===== config.mk =====
export PLATFORM = sky130hd
export DESIGN_NAME = base91_stream_encoder_top
export DESIGN_NICKNAME = d
export VERILOG_FILES = /design/src/b91_pkg.sv /design/src/b91_front.sv /design/src/b91_divmod.sv /design/src/b91_queue.sv /design/src/b91_back.sv /design/src/base91_stream_encoder_top.sv
export SDC_FILE = /design/constraint.sdc
export NUM_CORES = 1
export LEC_CHECK = 0
export BUFFER_PORTS_ARGS = -buffer_cell sky130_fd_sc_hd__buf_2
export CORE_MARGIN = 2
export CORE_UTILIZATION = 60
export CTS_BUF_LIST = sky130_fd_sc_hd__clkbuf_4 sky130_fd_sc_hd__clkbuf_8
export DETAILED_ROUTE_END_ITERATION = 10
export PLACE_DENSITY = 0.89
export SYNTH_ARGS = -nofsm -noshare
export SYNTH_HDL_FRONTEND = slang
export SYNTH_HIERARCHICAL = 1
export SYNTH_SLANG_ARGS = --single-unit

===== constraint.sdc =====
create_clock -name aclk -period 4.95 [get_ports aclk]
set_input_delay 0.495 -clock aclk [delete_from_list [all_inputs] [get_ports aclk]]
set_output_delay 0.495 -clock aclk [all_outputs]
set_load 0.005 [all_outputs]

===== src/b91_pkg.sv =====
package b91_pkg;

    typedef logic [13:0] b91_val_t;
    typedef logic [6:0]  b91_digit_t;
    typedef logic [7:0]  b91_quot_t;

    typedef struct packed {
        logic [7:0] data_byte;
        logic       end_of_stream;
    } b91_in_t;

    typedef struct packed {
        logic [6:0] out_char;
        logic       last_of_run;
    } b91_out_t;

    // Word from the front end: raw values still to be split into digits
    typedef struct packed {
        logic       pair_en;
        b91_val_t   pair_val;
        logic       eos;
        logic [1:0] flush_n;
        b91_val_t   flush_val;
    } b91_raw_job_t;

    // Word in the queue: everything the back end needs to emit
    typedef struct packed {
        logic       pair_en;
        b91_digit_t pair_lo;
        b91_digit_t pair_hi;
        logic       eos;
        logic [1:0] flush_n;
        b91_digit_t fl_lo;
        b91_digit_t fl_hi;
    } b91_job_t;

    localparam logic [4:0]  BYTE_BITS   = 5'd8;
    localparam logic [4:0]  HELD_LIMIT  = 5'd13;
    localparam logic [4:0]  TAKE_SHORT  = 5'd13;
    localparam logic [4:0]  TAKE_LONG   = 5'd14;
    localparam logic [4:0]  FLUSH_WIDE  = 5'd7;
    localparam logic [12:0] SHORT_MIN   = 13'd89;
    localparam logic [6:0]  BASE        = 7'd91;
    localparam logic [6:0]  LINE_LEN    = 7'd78;
    localparam logic [6:0]  NEWLINE     = 7'd10;

    // floor(v / 91) == (v * 11523) >> 20 for every 14-bit v
    localparam logic [13:0] RECIP       = 14'd11523;
    localparam int          RECIP_SHIFT = 20;

    localparam int QDEPTH = 4;
    localparam int QPTR_W = $clog2(QDEPTH);

    function automatic b91_digit_t alpha_char(b91_digit_t idx);
        b91_digit_t ch;
        if (idx < 7'd26) begin
            ch = idx + 7'd65;
        end else if (idx < 7'd52) begin
            ch = idx + 7'd71;
        end else if (idx < 7'd62) begin
            ch = idx - 7'd4;
        end else begin
            case (idx)
                7'd62:   ch = 7'd33;  // !
                7'd63:   ch = 7'd35;  // #
                7'd64:   ch = 7'd36;  // $
                7'd65:   ch = 7'd37;  // %
                7'd66:   ch = 7'd38;  // &
                7'd67:   ch = 7'd40;  // (
                7'd68:   ch = 7'd41;  // )
                7'd69:   ch = 7'd42;  // *
                7'd70:   ch = 7'd43;  // +
                7'd71:   ch = 7'd44;  // ,
                7'd72:   ch = 7'd46;  // .
                7'd73:   ch = 7'd47;  // /
                7'd74:   ch = 7'd58;  // :
                7'd75:   ch = 7'd59;  // ;
                7'd76:   ch = 7'd60;  // <
                7'd77:   ch = 7'd61;  // =
                7'd78:   ch = 7'd62;  // >
                7'd79:   ch = 7'd63;  // ?
                7'd80:   ch = 7'd64;  // @
                7'd81:   ch = 7'd91;  // [
                7'd82:   ch = 7'd93;  // ]
                7'd83:   ch = 7'd94;  // ^
                7'd84:   ch = 7'd95;  // _
                7'd85:   ch = 7'd96;  // `
                7'd86:   ch = 7'd123; // {
                7'd87:   ch = 7'd124; // |
                7'd88:   ch = 7'd125; // }
                7'd89:   ch = 7'd126; // ~
                7'd90:   ch = 7'd34;  // double quote
                default: ch = 7'd63;
            endcase
        end
        return ch;
    endfunction

endpackage


===== src/b91_front.sv =====
module b91_front (
    input  logic                  aclk,
    input  logic                  aresetn,
    input  logic                  s_valid,
    output logic                  s_ready,
    input  b91_pkg::b91_in_t      s_data,
    output logic                  job_valid,
    input  logic                  job_ready,
    output b91_pkg::b91_raw_job_t job
);
    import b91_pkg::*;

    logic [20:0]  acc_reg, acc_next;
    logic [4:0]   held_reg, held_next;
    logic         job_valid_reg, job_valid_next;
    b91_raw_job_t job_reg, job_next;

    logic        accept;
    logic [20:0] acc_in, acc_rem;
    logic [4:0]  held_in, held_rem;
    logic        pair, short_ok;
    b91_val_t    pair_val;
    logic [1:0]  flush_n;

    assign s_ready   = !job_valid_reg || job_ready;
    assign accept    = s_valid && s_ready;
    assign job_valid = job_valid_reg;
    assign job       = job_reg;

    always_comb begin
        acc_in   = acc_reg | ({13'd0, s_data.data_byte} << held_reg);
        held_in  = held_reg + BYTE_BITS;
        pair     = held_in > HELD_LIMIT;
        short_ok = acc_in[12:0] >= SHORT_MIN;
        pair_val = short_ok ? {1'b0, acc_in[12:0]} : acc_in[13:0];
        acc_rem  = acc_in;
        held_rem = held_in;
        if (pair) begin
            acc_rem  = short_ok ? (acc_in >> TAKE_SHORT) : (acc_in >> TAKE_LONG);
            held_rem = held_in - (short_ok ? TAKE_SHORT : TAKE_LONG);
        end
        if (held_rem == 5'd0) begin
            flush_n = 2'd0;
        end else if (held_rem > FLUSH_WIDE || acc_rem >= 21'(BASE)) begin
            flush_n = 2'd2;
        end else begin
            flush_n = 2'd1;
        end
    end

    always_comb begin
        acc_next       = acc_reg;
        held_next      = held_reg;
        job_valid_next = job_valid_reg && !job_ready;
        job_next       = job_reg;
        if (accept) begin
            // a byte that leaves no pair and ends nothing produces no word
            job_valid_next     = pair || s_data.end_of_stream;
            job_next.pair_en   = pair;
            job_next.pair_val  = pair_val;
            job_next.eos       = s_data.end_of_stream;
            job_next.flush_n   = s_data.end_of_stream ? flush_n : 2'd0;
            job_next.flush_val = acc_rem[13:0];
            if (s_data.end_of_stream) begin
                acc_next  = '0;
                held_next = '0;
            end else begin
                acc_next  = acc_rem;
                held_next = held_rem;
            end
        end
    end

    always_ff @(posedge aclk) begin
        if (!aresetn) begin
            acc_reg       <= '0;
            held_reg      <= '0;
            job_valid_reg <= 1'b0;
        end else begin
            acc_reg       <= acc_next;
            held_reg      <= held_next;
            job_valid_reg <= job_valid_next;
        end
    end

    always_ff @(posedge aclk) begin
        job_reg <= job_next;
    end

endmodule


===== src/b91_divmod.sv =====
module b91_divmod (
    input  logic                  aclk,
    input  logic                  aresetn,
    input  logic                  in_valid,
    output logic                  in_ready,
    input  b91_pkg::b91_raw_job_t in_job,
    output logic                  out_valid,
    input  logic                  out_ready,
    output b91_pkg::b91_job_t     out_job
);
    import b91_pkg::*;

    logic         s1_valid_reg, s1_valid_next;
    b91_raw_job_t s1_job_reg;
    b91_quot_t    s1_pq_reg, s1_fq_reg;
    logic         out_valid_reg, out_valid_next;
    b91_job_t     out_job_reg, out_job_next;

    logic [27:0] pair_prod, flush_prod;
    logic        s1_adv, s1_load;
    b91_val_t    pair_rem, flush_rem;

    function automatic b91_digit_t wrap_digit(b91_quot_t q);
        b91_digit_t d;
        if (q >= {1'b0, BASE}) begin
            d = 7'(q - {1'b0, BASE});
        end else begin
            d = q[6:0];
        end
        return d;
    endfunction

    assign s1_adv    = !out_valid_reg || out_ready;
    assign in_ready  = !s1_valid_reg || s1_adv;
    assign s1_load   = in_valid && in_ready;
    assign out_valid = out_valid_reg;
    assign out_job   = out_job_reg;

    // stage 1: quotient by reciprocal multiply
    always_comb begin
        pair_prod     = in_job.pair_val * RECIP;
        flush_prod    = in_job.flush_val * RECIP;
        s1_valid_next = s1_load ? 1'b1 : (s1_adv ? 1'b0 : s1_valid_reg);
    end

    // stage 2: remainder and digit wrap
    always_comb begin
        pair_rem       = s1_job_reg.pair_val - 14'({6'd0, s1_pq_reg} * 14'(BASE));
        flush_rem      = s1_job_reg.flush_val - 14'({6'd0, s1_fq_reg} * 14'(BASE));
        out_valid_next = out_valid_reg && !out_ready;
        out_job_next   = out_job_reg;
        if (s1_valid_reg && s1_adv) begin
            out_valid_next       = 1'b1;
            out_job_next.pair_en = s1_job_reg.pair_en;
            out_job_next.pair_lo = pair_rem[6:0];
            out_job_next.pair_hi = wrap_digit(s1_pq_reg);
            out_job_next.eos     = s1_job_reg.eos;
            out_job_next.flush_n = s1_job_reg.flush_n;
            out_job_next.fl_lo   = flush_rem[6:0];
            out_job_next.fl_hi   = wrap_digit(s1_fq_reg);
        end
    end

    always_ff @(posedge aclk) begin
        if (!aresetn) begin
            s1_valid_reg  <= 1'b0;
            out_valid_reg <= 1'b0;
        end else begin
            s1_valid_reg  <= s1_valid_next;
            out_valid_reg <= out_valid_next;
        end
    end

    always_ff @(posedge aclk) begin
        if (s1_load) begin
            s1_job_reg <= in_job;
            s1_pq_reg  <= pair_prod[RECIP_SHIFT +: 8];
            s1_fq_reg  <= flush_prod[RECIP_SHIFT +: 8];
        end
        out_job_reg <= out_job_next;
    end

endmodule


===== src/b91_queue.sv =====
module b91_queue (
    input  logic              aclk,
    input  logic              aresetn,
    input  logic              in_valid,
    output logic              in_ready,
    input  b91_pkg::b91_job_t in_job,
    output logic              head_valid,
    input  logic              head_pop,
    output b91_pkg::b91_job_t head_job
);
    import b91_pkg::*;

    b91_job_t            mem_reg [QDEPTH];
    logic [QPTR_W-1:0]   wr_ptr_reg, wr_ptr_next;
    logic [QPTR_W-1:0]   rd_ptr_reg, rd_ptr_next;
    logic [QPTR_W:0]     count_reg, count_next;
    logic                push, pop;

    assign in_ready   = count_reg != (QPTR_W+1)'(QDEPTH);
    assign head_valid = count_reg != '0;
    assign head_job   = mem_reg[rd_ptr_reg];
    assign push       = in_valid && in_ready;
    assign pop        = head_pop && head_valid;

    always_comb begin
        wr_ptr_next = push ? wr_ptr_reg + 1'b1 : wr_ptr_reg;
        rd_ptr_next = pop ? rd_ptr_reg + 1'b1 : rd_ptr_reg;
        count_next  = count_reg + (QPTR_W+1)'(push) - (QPTR_W+1)'(pop);
    end

    always_ff @(posedge aclk) begin
        if (!aresetn) begin
            wr_ptr_reg <= '0;
            rd_ptr_reg <= '0;
            count_reg  <= '0;
        end else begin
            wr_ptr_reg <= wr_ptr_next;
            rd_ptr_reg <= rd_ptr_next;
            count_reg  <= count_next;
        end
    end

    always_ff @(posedge aclk) begin
        if (push) begin
            mem_reg[wr_ptr_reg] <= in_job;
        end
    end

endmodule


===== src/b91_back.sv =====
module b91_back (
    input  logic              aclk,
    input  logic              aresetn,
    input  logic              head_valid,
    output logic              head_pop,
    input  b91_pkg::b91_job_t head_job,
    output logic              m_valid,
    input  logic              m_ready,
    output b91_pkg::b91_out_t m_data
);
    import b91_pkg::*;

    typedef enum logic [5:0] {
        SL_PAIR_LO = 6'b000001,
        SL_PAIR_HI = 6'b000010,
        SL_NL_PAIR = 6'b000100,
        SL_FL_LO   = 6'b001000,
        SL_FL_HI   = 6'b010000,
        SL_NL_END  = 6'b100000
    } slot_t;

    slot_t      slot_reg, slot_next;
    logic [6:0] col_reg, col_next;
    logic       m_valid_reg, m_valid_next;
    b91_out_t   m_data_reg, m_data_next;

    logic [5:0] ge_mask, cand, pick, later;
    logic [6:0] col_emit;
    logic       out_free, emit, more;
    b91_digit_t ch;

    // slots that produce a character for this word at the given column
    function automatic logic [5:0] appl_mask(b91_job_t j, logic [6:0] col);
        logic [5:0] m;
        m[0] = j.pair_en;
        m[1] = j.pair_en;
        m[2] = j.pair_en && (col >= LINE_LEN);
        m[3] = j.flush_n != 2'd0;
        m[4] = j.flush_n == 2'd2;
        m[5] = j.eos && (col != 7'd0);
        return m;
    endfunction

    assign m_valid = m_valid_reg;
    assign m_data  = m_data_reg;

    always_comb begin
        ge_mask  = ~(6'(slot_reg) - 6'd1);
        cand     = appl_mask(head_job, col_reg) & ge_mask & {6{head_valid}};
        pick     = cand & (~cand + 6'd1);
        out_free = !m_valid_reg || m_ready;
        emit     = (cand != 6'd0) && out_free;
        case (pick)
            SL_NL_PAIR, SL_NL_END: col_emit = 7'd0;
            default:               col_emit = col_reg + 7'd1;
        endcase
        case (pick)
            SL_PAIR_LO: ch = alpha_char(head_job.pair_lo);
            SL_PAIR_HI: ch = alpha_char(head_job.pair_hi);
            SL_FL_LO:   ch = alpha_char(head_job.fl_lo);
            SL_FL_HI:   ch = alpha_char(head_job.fl_hi);
            default:    ch = NEWLINE;
        endcase
        // look ahead so the last character carries the flag and the word retires with it
        later    = ~(pick | (pick - 6'd1));
        more     = |(appl_mask(head_job, col_emit) & later);
        head_pop = head_valid && ((emit && !more) || (cand == 6'd0));
    end

    always_comb begin
        slot_next    = slot_reg;
        col_next     = col_reg;
        m_valid_next = m_valid_reg && !m_ready;
        m_data_next  = m_data_reg;
        if (emit) begin
            col_next                = col_emit;
            m_valid_next            = 1'b1;
            m_data_next.out_char    = ch;
            m_data_next.last_of_run = !more;
            slot_next               = more ? slot_t'(pick << 1) : SL_PAIR_LO;
        end
        if (head_pop) begin
            slot_next = SL_PAIR_LO;
            if (head_job.eos) begin
                col_next = 7'd0;
            end
        end
    end

    always_ff @(posedge aclk) begin
        if (!aresetn) begin
            slot_reg    <= SL_PAIR_LO;
            col_reg     <= '0;
            m_valid_reg <= 1'b0;
        end else begin
            slot_reg    <= slot_next;
            col_reg     <= col_next;
            m_valid_reg <= m_valid_next;
        end
    end

    always_ff @(posedge aclk) begin
        m_data_reg <= m_data_next;
    end

endmodule


===== src/base91_stream_encoder_top.sv =====
// basE91 stream encoder.
// Input channel s_valid/s_ready/s_data takes one byte per word, with
// end_of_stream set on the last byte of a stream. Output channel
// m_valid/m_ready/m_data gives one ASCII character per word: alphabet
// characters, a newline after every 78 of them, and the flush characters
// plus a closing newline after the last byte. last_of_run marks the final
// character that a given input byte causes.
// An accepted byte passes the front-end job register, the divider stages
// and the queue before its first character leaves the output register. The
// front end takes a byte every cycle while its queue has room; the back end
// sends one character per cycle while m_ready is high, so the sustained rate
// is set by the character count (about 1.23 characters plus newlines a byte).
// A stall on m_ready holds the output word; the four-word queue and the
// divider pipeline then fill and s_ready drops. Reset (aresetn low, sync)
// empties the pipeline and queue and clears the bit accumulator and the
// line column; the next byte starts a new stream, as it does after a byte
// flagged end_of_stream.
module base91_stream_encoder_top (
    input  logic              aclk,
    input  logic              aresetn,
    input  logic              s_valid,
    output logic              s_ready,
    input  b91_pkg::b91_in_t  s_data,
    output logic              m_valid,
    input  logic              m_ready,
    output b91_pkg::b91_out_t m_data
);
    import b91_pkg::*;

    logic         raw_valid, raw_ready;
    b91_raw_job_t raw_job;
    logic         dm_valid, dm_ready;
    b91_job_t     dm_job;
    logic         head_valid, head_pop;
    b91_job_t     head_job;

    b91_front u_front (
        .aclk      (aclk),
        .aresetn   (aresetn),
        .s_valid   (s_valid),
        .s_ready   (s_ready),
        .s_data    (s_data),
        .job_valid (raw_valid),
        .job_ready (raw_ready),
        .job       (raw_job)
    );

    b91_divmod u_divmod (
        .aclk      (aclk),
        .aresetn   (aresetn),
        .in_valid  (raw_valid),
        .in_ready  (raw_ready),
        .in_job    (raw_job),
        .out_valid (dm_valid),
        .out_ready (dm_ready),
        .out_job   (dm_job)
    );

    b91_queue u_queue (
        .aclk       (aclk),
        .aresetn    (aresetn),
        .in_valid   (dm_valid),
        .in_ready   (dm_ready),
        .in_job     (dm_job),
        .head_valid (head_valid),
        .head_pop   (head_pop),
        .head_job   (head_job)
    );

    b91_back u_back (
        .aclk       (aclk),
        .aresetn    (aresetn),
        .head_valid (head_valid),
        .head_pop   (head_pop),
        .head_job   (head_job),
        .m_valid    (m_valid),
        .m_ready    (m_ready),
        .m_data     (m_data)
    );

endmodule


==> results of run 1 <==
==> critical path, cell delays in order (launching register included) <==
cell and delay, ns:
edfxtp_1 0.38, buf_4 0.16, ha_4 0.26, ha_4 0.25, fa_1 0.53, fa_1 0.43
ha_1 0.29, inv_1 0.05, fa_1 0.51, inv_1 0.07, ha_4 0.27, nand4_1 0.20
a2111oi_4 0.39, a2bb2oi_2 0.14, a211oi_4 0.37, a211oi_4 0.12, o21bai_1 0.21, xor2_1 0.09
==> metal layers <==
layer  wire [um]  part of all wire  global-route usage  vias up
met5           0                 0                   0        -
met4        2370             0.045               0.119        0
met3        3530             0.068              0.0483      182
met2       26300              0.50               0.482      751
met1       20000              0.38               0.338     7635
li1            -                 -                   -     7168
==> cell type report <==
cell class	count	area (sq um)
fillers	2388	11400
well taps	461	577
flip-flops and latches	286	8070
clock inverters	23	258
repair buffers	89	617
inverters	258	968
clock buffers	65	820
multi-input cells	1329	12700
==> worst max path at each step <==
stage	slack [ns]	endpoint	depth (start not counted)
global placement	0.08	u_divmod/s1_fq_reg[7]	18
floorplan	0.23	u_divmod/s1_fq_reg[7]	18
detailed placement	-0.14	u_divmod/s1_fq_reg[7]	16
CTS	0.006	u_divmod/s1_pq_reg[6]	18
finish	-0.02	u_divmod/s1_fq_reg[5]	17
global route	-0.22	u_divmod/s1_fq_reg[5]	17
==> cells by family (layout without fill, tap and decap cells) <==
group                    count (synthesis)  after routing  synth area share
buffers and inverters                  321            435            0.0608
XOR/XNOR                                84             84            0.0343
adder cells (fa/ha/maj)                377            377             0.247
AO/OA/AOI/OAI                          386            386             0.126
AND/OR/NAND/NOR                        399            399            0.0953
flip-flops                             286            286             0.377
multiplexers                            83             83            0.0606
==> where the power goes <==
group / switching (mW) / leakage [nW] / total, mW / internal, mW
combinational: 4.20 / 6.80 / 7.58 / 3.38
clock: 0.988 / 0.567 / 2.38 / 1.39
sequential: 0.195 / 2.58 / 3.25 / 3.06
total: 5.38 / 9.95 / 13.2 / 7.83
==> cells in the final DEF (no fill, tap or decap), types with 22 or more instances in the layout <==
master / instances
a21oi_1: 86
and2_1: 22
buf_2: 22
buf_4: 66
clkbuf_8: 53
dfxtp_1: 51
edfxtp_1: 234
fa_1: 73
ha_1: 262
ha_4: 36
inv_1: 240
mux2i_1: 33
mux4_2: 33
nand2_1: 95
nand3_1: 34
nor2_1: 88
nor2b_1: 42
nor3_1: 26
o21ai_0: 67
xnor2_1: 68
==> metrics by stage <==
step                area [sq um]  TNS, ns
finish                     24000  -0.0355
global placement           22100        0
floorplan                  21400        0
CTS                        23400        0
detailed placement         22100   -0.477
global route               24000    -1.09
==> timing repair <==
action	4_1_cts	5_1_grt
gates resized for setup	21	73
pin swaps	15	51
cloned	0	0
hold buffers	0	0
buffers inserted	12	18
setup endpoints to repair	8	13
==> summary.md, run 1 <==
| Metric | Value |
|---|---|
| Final Setup Violations | `2` |
| Clock sinks | `about 290` |
| CTS tree | `built` |
| Die H | `between 150 and 200 um` |
| CTS Buf Count | `48` |
| Failing checks | `negative setup slack` |
| H-tree Lvls | `2` |
| Die width | `193 um` |
| Synth area leaders | `edfxtp_1 33%, ha_1 18%, fa_1 7.0%` |
| Period minus WS final | `around 5 ns` |
| Worst VDD drop | `about 410 uV` |
| Final worst slack | `-0.0212 ns` |
| CP arrival | `5.32 ns` |
| Clock-pin slew on the worst setup and hold paths | `0.06 ns` |
| Layout Cells excl Fill | `between 2,000 and 3,000` |
| Max_cap viols | `0` |
| Rows | `69` |
| Setup crit start | `u_front/job[3]` |
| Vias/cell | `6.27` |
| Hold WS | `0.253 ns` |
| Reg2reg end | `u_divmod/s1_fq_reg[5]` |
| Top FF cell, synth | `edfxtp_1` |
| Vias | `15,700` |
| CTS Root Cell | `clkbuf_8` |
| Reg2Reg Setup Slack | `-0.02 ns` |
| Synth-to-Final Area Change | `12.1%` |
| Final Max Slew Viols | `0` |
| Overall Power | `13.2 mW` |
| DRC | `0` |
| Area leader, netlist | `edfxtp_1` |
| Final nets | `approximately 2,400` |
| Post-synth top area share | `0.328` |
| CP Max Fanout | `4` |
| Hold path endpoint | `u_back/m_valid` |
| Top post-synthesis cells by count | `302 x ha_1, 252 x inv_1, 234 x edfxtp_1, 95 x nand2_1, 92 x a21oi_1` |
| Largest register FFs | `between 100 and 150` |
| Netlist cell types | `99` |
| Placed Cells | `2,394` |
| CP Class | `flip-flop to flip-flop` |
| Drt pass-1 iters | `6` |
| RSZ-0062 raised after global routing | `yes` |
| Dpl ws | `-0.138 ns` |
| First-pass GRT wire length | `81.0 mm` |
| Latest clock arrival within the worst-skew pair | `0.61 ns` |
| Detail Route Antenna Nets | `0` |
| Worst setup SP type | `flip-flop` |
| Hold path cells | `3` |
| Post-synth EDFFs | `234` |
| Count leader, synth | `ha_1` |
| Wire per inst | `20.8 um` |
| YS warnings | `6` |
| Register area share after synthesis | `0.377` |
| Ratio of cells with drive above 1 in the final layout | `0.161` |
| Worst min-delay path class | `input port to flip-flop` |
| Initial antenna violation count | `0` |
| Final RePlAce weighted congestion | `0.954` |
| Synthesized area per cell | `11.1 sq um` |
| Mapped cell area | `21,400 sq um` |
| # port buffers | `22` |
| # IOs | `23` |
| Period utilization | `1.00` |
| Pwr Density | `550 nW/um^2` |
| Final core occ | `0.678` |
| HPWL Detailed | `35.3 mm` |
| Max-slew headroom | `0.150` |
| Final wirelength | `52.2 mm` |
| Max clock buf depth | `3` |
| Inserted Diodes | `0` |
| Worst Tran Pin Value | `around 1.3 ns` |
| GRT Total Usage | `0.276` |
| Final Skew | `0.0364 ns` |
| RR Startpoint | `u_front/job[3]` |
| Largest net degree at the start of global routing | `40` |
| P_leak | `9.95 nW` |
| Max Clock Freq | `0.201 GHz` |
| Synth Instances | `1,936` |
| GR Overflow Total | `0` |
| Vias in the first global route | `15,900` |
| FF-to-FF path depth | `17` |
| Seq cells post-synth | `286` |
| DIE AREA | `37,200 sq um` |
| Final hold violation count | `0` |
| Starting Density | `0.605` |
| WP data required | `5.30 ns` |
| Worst setup EP type | `flip-flop` |
| Outcome | `finished, violations left` |
| Hold_sp | `m_ready` |
| Synth async-reset ratio | `0` |
| Mapped Nets | `2,326` |
| DR iter-0 viols | `1,287` |
| Core Region | `approximately 35,000 sq um` |
Note: power is estimated with default switching activity, not from simulation.
==> run 2: changes to the inputs <==
--- a/config.mk
+++ b/config.mk
@@ -11,6 +11,7 @@
 export CTS_BUF_LIST = sky130_fd_sc_hd__clkbuf_4 sky130_fd_sc_hd__clkbuf_8
 export DETAILED_ROUTE_END_ITERATION = 10
 export PLACE_DENSITY = 0.89
+export SETUP_SLACK_MARGIN = 0.1
 export SYNTH_ARGS = -nofsm -noshare
 export SYNTH_HDL_FRONTEND = slang
 export SYNTH_HIERARCHICAL = 1
==> run 2 against run 1 <==
The flow now finishes without violations. Fmax up 0.63%. Final area up 1.1%. Largest cell class unchanged. Via count up 1.9%. Combinational power up 5.8%. Sequential cell count unchanged. Setup slack better by 0.031 ns.
==> summary.md, run 2 (synthesis results as in run 1) <==
| Metric | Value |
|---|---|
| # IOs | `23` |
| Commonest cells after routing, fill and taps aside | `251 x ha_1, 234 x edfxtp_1, 233 x inv_1` |
| GR Overflow Total | `0` |
| Vias in the first global route | `16,200` |
| CTS tree | `built` |
| Final wirelength | `55.1 mm` |
| Drt pass-1 iters | `5` |
| FF-to-FF path depth | `19` |
| H-tree Lvls | `2` |
| GRT Total Usage | `0.286` |
| DIE AREA | `around 37,000 sq um` |
| Layout Cells excl Fill | `2,522` |
| Slowest Stage Delay on Critical Path | `0.52 ns` |
| Vias | `16,000` |
| Filler cell count in the final layout | `around 2,300` |
| Worst Tran Pin Value | `about 1.2 ns` |
| Final setup TNS | `0 ns` |
| Rows | `69` |
| Vias/cell | `6.36` |
| Final hold violation count | `0` |
| Core Region | `35,400 sq um` |
| Worst VDD drop | `around 420 uV` |
| Max Clock Freq | `0.202 GHz` |
| Outcome | `complete, no violations` |
| Ratio of cells with drive above 1 in the final layout | `0.178` |
| DR iter-0 viols | `~1,500` |
| Worst setup SP type | `flip-flop` |
| Pwr Density | `563 nW/um^2` |
| CP Class | `flip-flop to flip-flop` |
| Max_cap viols | `0` |
| DRC | `0` |
| Reg2Reg Setup Slack | `0.01 ns` |
| Period minus WS final | `4.94 ns` |
| Worst setup EP type | `flip-flop` |
| Inserted Diodes | `0` |
| Hold path cells | `3` |
| Post-route design area | `24,300 sq um` |
| Wire per inst | `21.8 um` |
| Max-slew headroom | `0.215` |
| Worst path slowest cell | `fa_1` |
| Final Max Slew Viols | `0` |
| # port buffers | `22` |
| Worst min-delay path class | `input port to flip-flop` |
| Final RePlAce weighted congestion | `0.954` |
| RR Startpoint | `u_front/job[4]` |
| HPWL Detailed | `35.3 mm` |
| Starting Density | `0.605` |
| Most used cell, CP | `inv_2` |
| WP data required | `5.31 ns` |
| Die H | `193 um` |
| First-pass GRT wire length | `83.3 mm` |
| Overall Power | `between 10 and 15 mW` |
| Hold path endpoint | `u_back/m_valid` |
| Clock sinks | `286` |
| CTS Buf Count | `48` |
| Clock-pin slew on the worst setup and hold paths | `0.06 ns` |
| Most common cell after layout, fill and taps aside | `ha_1` |
| Max clock buf depth | `3` |
| Placed Cells | `2,394` |
| Placed Area | `22,100 sq um` |
| Reg2reg end | `u_divmod/s1_fq_reg[3]` |
| Hold buffers post-CTS | `0` |
| Final nets | `2,413` |
| Final Setup Violations | `0` |
| Hold_sp | `m_ready` |
| CP Max Fanout | `4` |
| P_leak | `9.97 nW` |
| Period utilization | `0.998` |
| CTS Root Cell | `clkbuf_8` |
| Synth-to-Final Area Change | `13.3%` |
| Largest register FFs | `~130` |
| Initial antenna violation count | `0` |
| Buf/Inv on CP | `5` |
| Latest clock arrival within the worst-skew pair | `0.62 ns` |
| Die width | `193 um` |
| RSZ-0062 raised after global routing | `yes` |
| Delay-heaviest family, CP | `adder cells` |
| Largest net degree at the start of global routing | `40` |
| Final Skew | `0.0257 ns` |
| CP arrival | `5.30 ns` |
| Cell chain of the critical path | `ha_1 -> ha_1 -> inv_2 -> fa_2 -> fa_1 -> inv_2 -> ha_4 -> inv_2 -> fa_1 -> inv_2 -> ha_4 -> nand4_1 -> a2111oi_4 -> a2bb2oi_2 -> a211oi_2 -> buf_4 -> a21o_1 -> a21oi_2 -> xnor2_1` |
| Detail Route Antenna Nets | `0` |
## run 2: cell count changes in the layout (fill, tap and decap cells not counted), moves of 3 or more
cell     change
ha_4        +14
ha_1        -11
buf_4        +8
inv_1        -7
inv_2        +6
buf_6        +3
dfxtp_1      -3
dfxtp_2      +3
ha_2         -3
## run 2: timing repair
action	in CTS	in global routing
pin swaps	27	62
setup buffers	21	19
resized for setup	48	74
endpoints found under the setup margin	10	14
## run 2: power by group
group	internal (mW)	switching, mW
Combinational	3.60	4.42
Clock	1.39	1.00
Sequential	3.06	0.200
Total	8.05	5.62
## run 2: worst min-delay path: cells and delay by family
kind | cells | cell delay (ns)
and+or+nand+nor | 1 | 0.06
buffers and inverters | 1 | 0.08
AOI/OAI and AO/OA | 1 | 0.16
## run 2: area by class of cell
type	count	area, sq um	share of cell area
Sequential cell	286	8070	0.333
Clock inverter	23	258	0.0106
Timing Repair Buffer	100	711	0.0293
Clock buffer	65	820	0.0338
Multi-Input combinational cell	1329	12900	0.530
Tap cell	461	577	0.0238
Inverter	258	971	0.0400
## run 2: how the worst max path moves through the flow
stage               startpoint                     to  slack [ns]  depth (start not counted)
4_1_cts        u_front/job[25]  u_divmod/s1_pq_reg[7]        0.10                         16
3_3_place_gp    u_front/job[2]  u_divmod/s1_fq_reg[7]        0.08                         18
2_1_floorplan   u_front/job[2]  u_divmod/s1_fq_reg[7]        0.23                         18
6_report        u_front/job[4]  u_divmod/s1_fq_reg[3]        0.01                         19
5_1_grt        u_front/job[27]  u_divmod/s1_pq_reg[7]       -0.11                         17
3_5_place_dp    u_front/job[3]  u_divmod/s1_fq_reg[7]       -0.14                         16
## run 2: per-stage QoR
step / util / setup slack (ns) / hold slack, ns
2_1_floorplan: - / 0.233 / 0.400
3_3_place_gp: 0.623 / 0.0829 / 0.401
3_5_place_dp: 0.623 / -0.138 / 0.407
4_1_cts: 0.669 / 0.100 / 0.209
5_1_grt: 0.686 / -0.111 / 0.245
6_report: 0.686 / 0.00971 / 0.255
## run 2: metal layers
layer  wire length, um  GRT usage
met5                 0          0
met4              3160      0.130
met3              4040     0.0485
met2             27400      0.498
met1             20500      0.348
